[src/design/assert_macros.svh]
// Assertion macros used by the limit monitor top level.
`ifndef ASSERT_MACROS_SVH
`define ASSERT_MACROS_SVH

// Checked only while reset is released.
`define CLM_ASSERT(label, prop, msg) \
    label: assert property (@(posedge i_clk) disable iff (!i_rst_n) prop) else $error(msg);

// Checked on every edge, reset included.
`define CLM_ASSERT_ALWAYS(label, prop, msg) \
    label: assert property (@(posedge i_clk) prop) else $error(msg);

`endif

[src/design/clm_pkg.sv]
// Shared types and constants of the limit monitor.
`default_nettype none
package clm_pkg;

    localparam int VALUE_W  = 32;
    localparam int TICK_W   = 16;
    localparam int MARGIN_W = 31;
    localparam int AF_W     = 16;
    localparam int ADDR_W   = 5;
    localparam int QUO_W    = 33;
    localparam int STEP_W   = 6;

    // register indexes (byte address = 4 * index)
    localparam logic [2:0] REG_ENABLE = 3'd0;
    localparam logic [2:0] REG_HIGH   = 3'd1;
    localparam logic [2:0] REG_LOW    = 3'd2;
    localparam logic [2:0] REG_HH     = 3'd3;
    localparam logic [2:0] REG_LL     = 3'd4;
    localparam logic [2:0] REG_MARGIN = 3'd5;

    localparam logic [1:0] ST_OK        = 2'd0;
    localparam logic [1:0] ST_APPROACH  = 2'd1;
    localparam logic [1:0] ST_VIOLATED  = 2'd2;
    localparam logic [1:0] ST_EMERGENCY = 2'd3;

    localparam logic signed [VALUE_W-1:0] VMAX = 32'sh7FFF_FFFF;
    localparam logic signed [VALUE_W-1:0] VMIN = 32'sh8000_0000;

    localparam logic signed [AF_W-1:0] AF_ONE     = 16'sd256;
    localparam logic signed [AF_W-1:0] AF_NEG_ONE = -16'sd256;
    localparam logic [AF_W-1:0]        AF_CAP     = 16'd2560;
    localparam logic [AF_W-1:0]        AF_FLOOR   = 16'h8000;

    typedef struct packed {
        logic                        enable;
        logic signed [VALUE_W-1:0]   high;
        logic signed [VALUE_W-1:0]   low;
        logic signed [VALUE_W-1:0]   high_high;
        logic signed [VALUE_W-1:0]   low_low;
        logic [MARGIN_W-1:0]         margin;
    } t_cfg;

    typedef struct packed {
        logic       hon;
        logic       lon;
        logic       hv;
        logic       lv;
        logic       viol;
        logic       appr;
        logic [1:0] status;
    } t_eval;

    typedef struct packed {
        logic               start;
        logic [31:0]        rem;
        logic [QUO_W-1:0]   quo;
        logic [STEP_W-1:0]  steps;
        logic [31:0]        divisor;
    } t_div_req;

    typedef struct packed {
        logic             busy;
        logic             done;
        logic [QUO_W-1:0] quo;
    } t_div_rsp;

endpackage
`default_nettype wire

[src/design/constraint_limit_monitor.sv]
// Hi / lo / hi-hi / lo-lo limit monitor: top level and sequencer.
// Usage:
//  Input channel (i_in_valid / o_in_ready) carries one request per beat:
//  a new Q16.16 sample with its tick interval, or a clear of the
//  accumulated violation time. Output channel (o_out_valid / i_out_ready)
//  returns one result beat per request: status, flags, Q8.8 approach
//  factor, Q16.16 rate per tick and violation ticks.
//  Limits, margin and enable sit in an APB register file; write them only
//  while no request is in flight.
//  One shared restoring divider does the divisions: 33 steps for the rate
//  (sample with nonzero interval) and 16 steps for each of the high and low
//  approach factors (enabled, active limit, nonzero margin, no saturation). One request at a time.
//  The next request is taken as soon as the result sits in the output
//  register; if the receiver stalls, the next result waits in the
//  sequencer until the output register frees up.
//  Reset (synchronous, active low) clears last value, rate, violation time
//  and output valid, and loads the limits with their "no limit" values.
`default_nettype none
module constraint_limit_monitor (
    input  wire logic                                  i_clk,
    input  wire logic                                  i_rst_n,
    input  wire logic                                  psel,
    input  wire logic                                  penable,
    input  wire logic                                  pwrite,
    input  wire logic [clm_pkg::ADDR_W-1:0]            paddr,
    input  wire logic [31:0]                           pwdata,
    output logic      [31:0]                           prdata,
    output logic                                       pready,
    input  wire logic                                  i_in_valid,
    output logic                                       o_in_ready,
    input  wire logic                                  i_req_type,
    input  wire logic signed [clm_pkg::VALUE_W-1:0]    i_sample_value,
    input  wire logic [clm_pkg::TICK_W-1:0]            i_interval_ticks,
    output logic                                       o_out_valid,
    input  wire logic                                  i_out_ready,
    output logic [1:0]                                 o_status_code,
    output logic                                       o_violating,
    output logic                                       o_approaching,
    output logic signed [clm_pkg::AF_W-1:0]            o_zone_factor,
    output logic signed [clm_pkg::VALUE_W-1:0]         o_change_rate,
    output logic [clm_pkg::VALUE_W-1:0]                o_violation_ticks
);

    `include "assert_macros.svh"

    localparam logic [2:0] S_IDLE      = 3'd0;
    localparam logic [2:0] S_RATE      = 3'd1;
    localparam logic [2:0] S_RATE_WAIT = 3'd2;
    localparam logic [2:0] S_AF        = 3'd3;
    localparam logic [2:0] S_AF_WAIT   = 3'd4;
    localparam logic [2:0] S_FIN       = 3'd5;

    clm_pkg::t_cfg     w_cfg;
    clm_pkg::t_eval    w_eval;
    clm_pkg::t_div_req w_div_req;
    clm_pkg::t_div_rsp w_div_rsp;

    logic [2:0]                            r_state, n_state;
    logic                                  r_clear, n_clear;
    logic                                  r_sel, n_sel;
    logic signed [clm_pkg::VALUE_W-1:0]    r_v, n_v;
    logic signed [clm_pkg::VALUE_W-1:0]    r_last, n_last;
    logic signed [clm_pkg::VALUE_W-1:0]    r_rate, n_rate;
    logic [clm_pkg::VALUE_W-1:0]           r_vt, n_vt;
    logic signed [32:0]                    r_diff, n_diff;
    logic [clm_pkg::TICK_W-1:0]            r_dt, n_dt;
    logic signed [clm_pkg::AF_W-1:0]       r_afh, n_afh, r_afl, n_afl;
    logic                                  r_out_valid, n_out_valid;
    logic [1:0]                            r_st, n_st;
    logic                                  r_viol, n_viol, r_appr, n_appr;
    logic signed [clm_pkg::AF_W-1:0]       r_af, n_af;
    logic signed [clm_pkg::VALUE_W-1:0]    r_orate, n_orate;
    logic [clm_pkg::VALUE_W-1:0]           r_ovt, n_ovt;

    // approach factor operand for the limit picked by r_sel
    logic signed [33:0] w_v34, w_hi34, w_lo34, w_m34, w_x, w_xn;
    logic               w_neg, w_on, w_lim_viol, w_ovf;
    logic [32:0]        w_mag;
    logic [40:0]        w_num;
    logic [32:0]        w_dmag, w_dneg, w_rq, w_rq_neg;
    logic [32:0]        w_vt_sum;
    logic               w_af_store;
    logic [clm_pkg::AF_W-1:0] w_af_val;
    logic signed [clm_pkg::AF_W-1:0] w_af_max;

    function automatic logic [clm_pkg::AF_W-1:0] af_clamp(input logic neg, input logic ovf,
                                                         input logic [15:0] q);
        logic [16:0] nq;
        nq = 17'd0 - {1'b0, q};
        if (neg) begin
            af_clamp = (ovf || q > clm_pkg::AF_FLOOR) ? clm_pkg::AF_FLOOR : nq[15:0];
        end else begin
            af_clamp = (ovf || q > clm_pkg::AF_CAP) ? clm_pkg::AF_CAP : q;
        end
    endfunction

    clm_cfg u_cfg (
        .i_clk   (i_clk),
        .i_rst_n (i_rst_n),
        .psel    (psel),
        .penable (penable),
        .pwrite  (pwrite),
        .paddr   (paddr),
        .pwdata  (pwdata),
        .prdata  (prdata),
        .pready  (pready),
        .o_cfg   (w_cfg)
    );

    clm_eval u_eval (
        .i_cfg   (w_cfg),
        .i_value (r_v),
        .o_eval  (w_eval)
    );

    clm_div u_div (
        .i_clk   (i_clk),
        .i_rst_n (i_rst_n),
        .i_req   (w_div_req),
        .o_rsp   (w_div_rsp)
    );

    always_comb begin
        w_v34  = 34'(r_v);
        w_hi34 = 34'(w_cfg.high);
        w_lo34 = 34'(w_cfg.low);
        w_m34  = $signed({3'b0, w_cfg.margin});
        w_x    = r_sel ? (w_lo34 + w_m34 - w_v34) : (w_v34 - w_hi34 + w_m34);
        w_xn   = -w_x;
        w_neg  = w_x[33];
        w_mag  = w_neg ? w_xn[32:0] : w_x[32:0];
        w_num  = {w_mag, 8'b0};
        // quotient >= 65536 saturates either way
        w_ovf  = {6'b0, w_num[40:16]} >= w_cfg.margin;
        w_on       = r_sel ? w_eval.lon : w_eval.hon;
        w_lim_viol = r_sel ? w_eval.lv : w_eval.hv;

        w_dneg   = 33'd0 - r_diff;
        w_dmag   = r_diff[32] ? w_dneg : r_diff;
        w_rq     = w_div_rsp.quo;
        w_rq_neg = 33'd0 - w_rq;
        w_vt_sum = {1'b0, r_vt} + {17'b0, r_dt};
        w_af_max = (r_afh > r_afl) ? r_afh : r_afl;
    end

    always_comb begin
        n_state     = r_state;
        n_clear     = r_clear;
        n_sel       = r_sel;
        n_v         = r_v;
        n_last      = r_last;
        n_rate      = r_rate;
        n_vt        = r_vt;
        n_diff      = r_diff;
        n_dt        = r_dt;
        n_afh       = r_afh;
        n_afl       = r_afl;
        n_out_valid = r_out_valid && !i_out_ready;
        n_st        = r_st;
        n_viol      = r_viol;
        n_appr      = r_appr;
        n_af        = r_af;
        n_orate     = r_orate;
        n_ovt       = r_ovt;
        w_af_store  = 1'b0;
        w_af_val    = '0;

        w_div_req.start   = 1'b0;
        w_div_req.rem     = '0;
        w_div_req.quo     = w_dmag;
        w_div_req.steps   = clm_pkg::STEP_W'(clm_pkg::QUO_W);
        w_div_req.divisor = {16'b0, r_dt};

        unique case (r_state)
            S_IDLE: begin
                if (i_in_valid) begin
                    n_clear = i_req_type;
                    if (i_req_type) begin
                        n_v  = r_last;
                        n_dt = '0;
                    end else begin
                        n_v    = i_sample_value;
                        n_last = i_sample_value;
                        n_diff = 33'(i_sample_value) - 33'(r_last);
                        n_dt   = i_interval_ticks;
                    end
                    n_state = S_RATE;
                end
            end
            S_RATE: begin
                n_sel = 1'b0;
                if (!r_clear && r_dt != '0) begin
                    w_div_req.start = 1'b1;
                    n_state         = S_RATE_WAIT;
                end else begin
                    n_state = S_AF;
                end
            end
            S_RATE_WAIT: begin
                if (w_div_rsp.done) begin
                    if (!r_diff[32]) begin
                        n_rate = (w_rq > 33'h0_7FFF_FFFF) ? clm_pkg::VMAX : $signed(w_rq[31:0]);
                    end else begin
                        n_rate = (w_rq > 33'h0_8000_0000) ? clm_pkg::VMIN
                                                          : $signed(w_rq_neg[31:0]);
                    end
                    n_state = S_AF;
                end
            end
            S_AF: begin
                if (w_cfg.enable && w_on && w_cfg.margin != '0) begin
                    if (w_ovf) begin
                        w_af_store = 1'b1;
                        w_af_val   = af_clamp(w_neg, 1'b1, 16'd0);
                    end else begin
                        w_div_req.start   = 1'b1;
                        w_div_req.rem     = {7'b0, w_num[40:16]};
                        w_div_req.quo     = {w_num[15:0], 17'b0};
                        w_div_req.steps   = clm_pkg::STEP_W'(16);
                        w_div_req.divisor = {1'b0, w_cfg.margin};
                        n_state           = S_AF_WAIT;
                    end
                end else begin
                    w_af_store = 1'b1;
                    w_af_val   = w_lim_viol ? clm_pkg::AF_ONE : clm_pkg::AF_NEG_ONE;
                end
            end
            S_AF_WAIT: begin
                if (w_div_rsp.done) begin
                    w_af_store = 1'b1;
                    w_af_val   = af_clamp(w_neg, 1'b0, w_rq[15:0]);
                end
            end
            S_FIN: begin
                if (!r_out_valid || i_out_ready) begin
                    priority if (r_clear) begin
                        n_vt = '0;
                    end else if (w_eval.viol) begin
                        n_vt = w_vt_sum[32] ? '1 : w_vt_sum[31:0];
                    end else begin
                        n_vt = r_vt;
                    end
                    n_out_valid = 1'b1;
                    n_st        = w_eval.status;
                    n_viol      = w_eval.viol;
                    n_appr      = w_eval.appr;
                    n_af        = w_cfg.enable ? w_af_max : clm_pkg::AF_NEG_ONE;
                    n_orate     = r_rate;
                    n_ovt       = n_vt;
                    n_state     = S_IDLE;
                end
            end
            default: n_state = S_IDLE;
        endcase

        // factor done for this limit: store it, then low limit or finish
        if (w_af_store) begin
            if (r_sel) begin
                n_afl   = $signed(w_af_val);
                n_state = S_FIN;
            end else begin
                n_afh   = $signed(w_af_val);
                n_sel   = 1'b1;
                n_state = S_AF;
            end
        end
    end

    always_ff @(posedge i_clk) begin
        if (!i_rst_n) begin
            r_state     <= S_IDLE;
            r_out_valid <= 1'b0;
            r_last      <= '0;
            r_rate      <= '0;
            r_vt        <= '0;
        end else begin
            r_state     <= n_state;
            r_out_valid <= n_out_valid;
            r_last      <= n_last;
            r_rate      <= n_rate;
            r_vt        <= n_vt;
        end
    end

    always_ff @(posedge i_clk) begin
        r_clear <= n_clear;
        r_sel   <= n_sel;
        r_v     <= n_v;
        r_diff  <= n_diff;
        r_dt    <= n_dt;
        r_afh   <= n_afh;
        r_afl   <= n_afl;
        r_st    <= n_st;
        r_viol  <= n_viol;
        r_appr  <= n_appr;
        r_af    <= n_af;
        r_orate <= n_orate;
        r_ovt   <= n_ovt;
    end

    assign o_in_ready        = (r_state == S_IDLE);
    assign o_out_valid       = r_out_valid;
    assign o_status_code     = r_st;
    assign o_violating       = r_viol;
    assign o_approaching     = r_appr;
    assign o_zone_factor     = r_af;
    assign o_change_rate     = r_orate;
    assign o_violation_ticks = r_ovt;

    `CLM_ASSERT(a_busy_not_ready, w_div_rsp.busy |-> !o_in_ready, "divider busy while ready")
    `CLM_ASSERT(a_one_in_flight, (i_in_valid && o_in_ready) |=> !o_in_ready, "second beat taken")
    `CLM_ASSERT(a_flags_match, o_out_valid |-> ((o_violating == o_status_code[1]) && !(o_violating && o_approaching)), "status and flags disagree")
    `CLM_ASSERT(a_af_cap, o_out_valid |-> (o_zone_factor <= $signed(clm_pkg::AF_CAP)), "approach factor above cap")
    `CLM_ASSERT_ALWAYS(a_reset_idle, !i_rst_n |=> (!o_out_valid && o_in_ready), "not idle after reset")

endmodule
`default_nettype wire

[src/design/clm_cfg.sv]
// APB register file holding the limit monitor configuration.
`default_nettype none
module clm_cfg (
    input  wire logic                          i_clk,
    input  wire logic                          i_rst_n,
    input  wire logic                          psel,
    input  wire logic                          penable,
    input  wire logic                          pwrite,
    input  wire logic [clm_pkg::ADDR_W-1:0]    paddr,
    input  wire logic [31:0]                   pwdata,
    output logic      [31:0]                   prdata,
    output logic                               pready,
    output clm_pkg::t_cfg                      o_cfg
);

    clm_pkg::t_cfg r_cfg;
    logic          w_wr;
    logic [2:0]    w_idx;

    assign pready = 1'b1;
    assign w_wr   = psel && penable && pwrite;
    assign w_idx  = paddr[4:2];
    assign o_cfg  = r_cfg;

    always_ff @(posedge i_clk) begin
        if (!i_rst_n) begin
            r_cfg.enable    <= 1'b0;
            r_cfg.high      <= clm_pkg::VMAX;
            r_cfg.low       <= clm_pkg::VMIN;
            r_cfg.high_high <= clm_pkg::VMAX;
            r_cfg.low_low   <= clm_pkg::VMIN;
            r_cfg.margin    <= '0;
        end else if (w_wr) begin
            unique case (w_idx)
                clm_pkg::REG_ENABLE: r_cfg.enable    <= pwdata[0];
                clm_pkg::REG_HIGH:   r_cfg.high      <= $signed(pwdata);
                clm_pkg::REG_LOW:    r_cfg.low       <= $signed(pwdata);
                clm_pkg::REG_HH:     r_cfg.high_high <= $signed(pwdata);
                clm_pkg::REG_LL:     r_cfg.low_low   <= $signed(pwdata);
                clm_pkg::REG_MARGIN: r_cfg.margin    <= pwdata[30:0];
                default: ;
            endcase
        end
    end

    always_comb begin
        unique case (w_idx)
            clm_pkg::REG_ENABLE: prdata = {31'b0, r_cfg.enable};
            clm_pkg::REG_HIGH:   prdata = r_cfg.high;
            clm_pkg::REG_LOW:    prdata = r_cfg.low;
            clm_pkg::REG_HH:     prdata = r_cfg.high_high;
            clm_pkg::REG_LL:     prdata = r_cfg.low_low;
            clm_pkg::REG_MARGIN: prdata = {1'b0, r_cfg.margin};
            default:             prdata = '0;
        endcase
    end

endmodule
`default_nettype wire

[src/design/clm_div.sv]
// Shared restoring divider, one quotient bit per cycle.
`default_nettype none
module clm_div (
    input  wire logic              i_clk,
    input  wire logic              i_rst_n,
    input  wire clm_pkg::t_div_req i_req,
    output clm_pkg::t_div_rsp      o_rsp
);

    logic                        r_busy;
    logic                        r_done;
    logic [31:0]                 r_rem;
    logic [clm_pkg::QUO_W-1:0]   r_quo;
    logic [31:0]                 r_div;
    logic [clm_pkg::STEP_W-1:0]  r_cnt;

    logic [32:0] w_trial;
    logic [32:0] w_sub;
    logic        w_ge;

    // shift in the next dividend bit, subtract when it fits
    assign w_trial = {r_rem, r_quo[clm_pkg::QUO_W-1]};
    assign w_ge    = w_trial >= {1'b0, r_div};
    assign w_sub   = w_trial - {1'b0, r_div};

    always_ff @(posedge i_clk) begin
        if (!i_rst_n) begin
            r_busy <= 1'b0;
            r_done <= 1'b0;
        end else begin
            r_done <= 1'b0;
            if (i_req.start) begin
                r_busy <= 1'b1;
            end else if (r_busy && r_cnt == clm_pkg::STEP_W'(1)) begin
                r_busy <= 1'b0;
                r_done <= 1'b1;
            end
        end
    end

    always_ff @(posedge i_clk) begin
        if (i_req.start) begin
            r_rem <= i_req.rem;
            r_quo <= i_req.quo;
            r_div <= i_req.divisor;
            r_cnt <= i_req.steps;
        end else if (r_busy) begin
            r_rem <= w_ge ? w_sub[31:0] : w_trial[31:0];
            r_quo <= {r_quo[clm_pkg::QUO_W-2:0], w_ge};
            r_cnt <= r_cnt - clm_pkg::STEP_W'(1);
        end
    end

    assign o_rsp.busy = r_busy;
    assign o_rsp.done = r_done;
    assign o_rsp.quo  = r_quo;

endmodule
`default_nettype wire

[src/design/clm_eval.sv]
// Limit compares: emergency, violation and approach flags and status.
`default_nettype none
module clm_eval (
    input  wire clm_pkg::t_cfg                    i_cfg,
    input  wire logic signed [clm_pkg::VALUE_W-1:0] i_value,
    output clm_pkg::t_eval                        o_eval
);

    logic signed [33:0] w_v, w_hi, w_lo, w_m;
    logic               w_hon, w_lon, w_emerg, w_hv, w_lv, w_ha, w_la, w_viol, w_appr;

    always_comb begin
        w_v  = 34'(i_value);
        w_hi = 34'(i_cfg.high);
        w_lo = 34'(i_cfg.low);
        w_m  = $signed({3'b0, i_cfg.margin});

        w_hon   = i_cfg.high != clm_pkg::VMAX;
        w_lon   = i_cfg.low != clm_pkg::VMIN;
        w_emerg = (i_cfg.high_high != clm_pkg::VMAX && i_value >= i_cfg.high_high) ||
                  (i_cfg.low_low != clm_pkg::VMIN && i_value <= i_cfg.low_low);
        w_hv    = w_hon && i_value >= i_cfg.high;
        w_lv    = w_lon && i_value <= i_cfg.low;
        w_ha    = w_hon && !w_hv && w_v >= (w_hi - w_m);
        w_la    = w_lon && !w_lv && w_v <= (w_lo + w_m);
        w_viol  = i_cfg.enable && (w_emerg || w_hv || w_lv);
        w_appr  = i_cfg.enable && !w_viol && (w_ha || w_la);

        o_eval.hon  = w_hon;
        o_eval.lon  = w_lon;
        o_eval.hv   = i_cfg.enable && w_hv;
        o_eval.lv   = i_cfg.enable && w_lv;
        o_eval.viol = w_viol;
        o_eval.appr = w_appr;
        priority if (!i_cfg.enable) begin
            o_eval.status = clm_pkg::ST_OK;
        end else if (w_emerg) begin
            o_eval.status = clm_pkg::ST_EMERGENCY;
        end else if (w_hv || w_lv) begin
            o_eval.status = clm_pkg::ST_VIOLATED;
        end else if (w_appr) begin
            o_eval.status = clm_pkg::ST_APPROACH;
        end else begin
            o_eval.status = clm_pkg::ST_OK;
        end
    end

endmodule
`default_nettype wire
[config.mk]
export PLATFORM = sky130hd
export DESIGN_NAME = constraint_limit_monitor
export DESIGN_NICKNAME = d
export VERILOG_FILES = /design/src/design/clm_pkg.sv /design/src/design/constraint_limit_monitor.sv /design/src/design/clm_cfg.sv /design/src/design/clm_div.sv /design/src/design/clm_eval.sv
export VERILOG_INCLUDE_DIRS = /design/src /design/src/design
export SDC_FILE = /design/constraint.sdc
export NUM_CORES = 2
export LEC_CHECK = 0
export ABC_CLOCK_PERIOD_IN_PS = 13100
export BUFFER_PORTS_ARGS = -buffer_cell sky130_fd_sc_hd__buf_2
export CAP_MARGIN = 25
export CORE_MARGIN = 3
export CORE_UTILIZATION = 50
export CTS_BUF_LIST = sky130_fd_sc_hd__clkbuf_4 sky130_fd_sc_hd__clkbuf_8 sky130_fd_sc_hd__clkbuf_16
export DETAILED_ROUTE_END_ITERATION = 8
export HOLD_SLACK_MARGIN = 0.03
export PLACE_DENSITY = 0.67
export SETUP_SLACK_MARGIN = 0.15
export SYNTH_ARGS = -nofsm -noshare
export SYNTH_HDL_FRONTEND = slang
export SYNTH_SLANG_ARGS = --single-unit
[constraint.sdc]
create_clock -name i_clk -period 13.1 [get_ports i_clk]
set_clock_uncertainty 0.2 [all_clocks]
set_input_delay 0.655 -clock i_clk [delete_from_list [all_inputs] [get_ports i_clk]]
set_output_delay 0.655 -clock i_clk [all_outputs]
set_load 0.03 [all_outputs]
==> key figures <==
Clock network
  – Root Buffer: clkbuf_16
  – CTS Buf Count: 61
  – Post-CTS Hold Buffers: 0
  – H-tree depth: 2
  – Reg clk slew, reported paths: 70 ps
  – Post-cts resize count: 0
  – Sink Count: 563
  – CTS Buffer Depth: 3
  – CTS tree: built
  – Latest clock arrival within the worst-skew pair: 660 ps
  – Post-CTS setup buffer count: 0

STA
  – Slew Limit Fails: 0
  – Worst relative slew slack: 0.304
  – Least-Margin Pin Slew: 1040 ps
  – Max frequency: 0.0954 GHz
  – Setup TNS: 0 ps
  – Final worst-path cycle share: 0.800
  – Worst setup margin: 2620 ps
  – RSZ-0062 raised after global routing: false
  – Final hold vios: 0
  – Final worst path period need: 10480 ps
  – # setup viols final: 0

Yosys
  – Synth Cell Area: 42700 um2
  – Synth Flop Type: edfxtp_1
  – Post-synth EDFFs: 300
  – Post-Syn Nets: 5495
  – Post-synth ARST share: 0
  – Cell taking the most area after synthesis: edfxtp_1
  – Ys Warns: 0
  – Seq cells post-synth: 563
  – Seq/Total Area, Yosys: 0.335
  – Synth top area cells: edfxtp_1 (21%), dfxtp_1 (12%), ha_1 (12%)
  – Syn Area/Cell: 8.62 um2
  – Post-synth top area share: 0.211
  – Mapped Cells: 4948
  – Synth unique cells: 96

Pwr
  – Power Density: 159 nW/um2
  – LEAKAGE: 20.1 nW
  – Final total power: 7.46 mW
  – Reg power frac: 0.342
  – Clock power frac: 0.242
  – Max IR drop VDD: 121 uV
  – Cell internal pwr: 4.47 mW
  – Net Sw Frac: 0.401
  – Psw: 2.99 mW
  – Combinational power share: 0.417

Drt
  – Vias per inst: 6.02
  – 1st-iter DRT viols: 3175
  – Vias post-DR: 37500
  – Post-DRT Antenna Nets: 0
  – Routed length per placed instance: 21.3 um
  – DRC viols: 0
  – First drt pass iteration count: 6
  – Final wirelength: 133 mm

Place
  – # placed instances: 6112
  – Routability cong.: 0.939
  – Post-DP HPWL: 101 mm
  – Pre-CTS setup slack: 2830 ps
  – Buffers on Ports: 208

GRT
  – Vias in the first global route: 35500
  – Largest net degree at the start of global routing: 114
  – GRT Resource Usage Total: 0.290
  – Overflow after GRT: 0
  – First-pass GRT wire length: 204 mm
  – Initial antenna violation count: 4

Setup path
  – WS Path Type: reg -> reg
  – Critical Path End Type: flip-flop
  – Worst R2R Path Depth: 38
  – Largest stage delay, worst path: 580 ps
  – Worst endpoint required time: 13250 ps
  – CP arrival: 10620 ps
  – Startpoint Class: flip-flop
  – Most frequent CP cell: a21o_1
  – Critical-path top delay cell: inv_2
  – Max FO, Critical Path: 37

Min path
  – Worst Hold Depth: 3
  – Worst hold path class: in -> reg

Finish
  – Share of cells above drive strength 1: 0.0916
  – Area occupied by registers: 14300 um2
  – Final core utilization: 0.557
  – Multi-input gate area: 26000 um2
  – Finished Layout Cells: 6232
  – Layout Nets: 5591
  – Commonest non-fill, non-tap cell in the layout: nand2_1
  – Area grow syn2layout: 9.75%
  – Fill cells: 7792
  – Most frequent cells in the layout: nand2_1 (540), inv_1 (418), ha_1 (417)

Job
  – Max_cap viols: 0

Run status
  – Status: finished, final reports clean

Die
  – Starting density of the core: 0.507
  – Rows: 106
  – Die area: 88900 um2
  – Core footprint: 84100 um2
  – Num ports: 212
  – Die Span Y: 298 um
  – Die span in x: 298 um
final timing paths:
kind,slack [ps],endpoint,from
min reg2reg,230,o_change_rate[28],r_rate[28]
max reg2reg,2620,u_div.r_rem[13],u_cfg.o_cfg[0]
max,2620,u_div.r_rem[13],u_cfg.o_cfg[0]
min,90,u_cfg.o_cfg[42],pwdata[11]
worst max-delay path, delay by kind of cell (launching register included):
kind                       cells  cell delay, ps
xor gates and xnor gates       2             620
adders and majority gates      4            1300
buffers and inverters          6            1760
DFF                            1             540
AOI/OAI and AO/OA             21            4670
and+or+nand+nor                5            1030
logic make-up after synthesis:
group / count (synthesis) / synth area share
AOI/OAI and AO/OA: 1376 / 0.214
xor gates and xnor gates: 236 / 0.0486
adders and majority gates: 454 / 0.140
buffers and inverters: 639 / 0.0568
DFF: 563 / 0.335
muxes: 130 / 0.0315
other: 1 / 0.0000879
and+or+nand+nor: 1549 / 0.175
registers in the layout, indices dropped and copies added (netlist names), 2 cells and up:
| signal | flops |
|---|---|
| u_cfg.o_cfg | 160 |
| o_zone_factor | 16 |
| o_change_rate | 32 |
| u_div.r_rem | 32 |
| r_afl | 16 |
| u_div.r_quo | 33 |
| o_status_code | 2 |
| r_afh | 16 |
| r_rate | 32 |
| r_dt | 16 |
| r_diff | 33 |
| r_vt | 32 |
| r_v | 32 |
| o_violation_ticks | 32 |
| r_state | 3 |
| r_last | 32 |
| u_div.r_cnt | 6 |
| u_div.r_div | 31 |
power by group through the flow:
stage	logic (mW)	registers [mW]	clock network (mW)
floorplan	2.34	2.38	0
global placement	3.00	2.57	0
detailed placement	3.05	2.57	0
CTS	3.07	2.54	1.84
global route	3.46	2.56	1.90
finish	3.11	2.55	1.80
cells in the mapped netlist, types with 9 or more instances:
library cell,instances
o221ai_1,10
o21bai_1,22
o22ai_1,19
nand2_1,543
edfxtp_1,300
a221oi_1,22
nor4_1,59
a31oi_1,55
nand4_1,94
o221a_2,12
fa_1,37
nand3b_1,14
nand2b_1,66
xor2_1,109
o21ai_1,12
inv_1,420
nor2b_1,115
ha_1,417
mux2_2,34
a2111oi_0,9
or3_1,34
a21o_1,149
o21ai_0,281
o31ai_1,20
nand3_1,94
o211ai_1,73
buf_2,15
and3_1,36
o41ai_1,13
o21a_1,52
nor3_1,86
a221o_1,35
a21boi_0,112
clkbuf_1,183
a21oi_1,332
buf_1,17
dfxtp_1,263
or4_1,14
and2_1,29
a41oi_1,10
mux2i_1,95
xnor2_1,126
nor2_1,316
a211oi_1,31
metrics by stage:
step | hold WS (ps) | instance area, um2
6_report | 85.9 | 46800
5_1_grt | 96.7 | 46800
4_1_cts | 67.2 | 46800
3_5_place_dp | 209 | 44700
3_3_place_gp | 212 | 44700
2_1_floorplan | 202 | 42700
layout make-up:
| cell class | instances | area share |
|---|---|---|
| diodes | 1 | 0.0000535 |
| inverters | 422 | 0.0339 |
| well taps | 1134 | 0.0303 |
| repair buffers | 250 | 0.0296 |
| clock buffers | 74 | 0.0358 |
| flip-flops and latches | 563 | 0.305 |
| clock inverters | 42 | 0.00933 |
| multi-input cells | 3746 | 0.556 |
layer usage:
metal  wire length [um]  up-vias  GRT usage
met5                  0        -          0
met4               6490        0      0.128
met3               9660      245     0.0351
met2              58900     1411      0.460
met1              57700    17800      0.397
li1                   -    18100          -
Note: power is estimated with default switching activity, not from simulation.
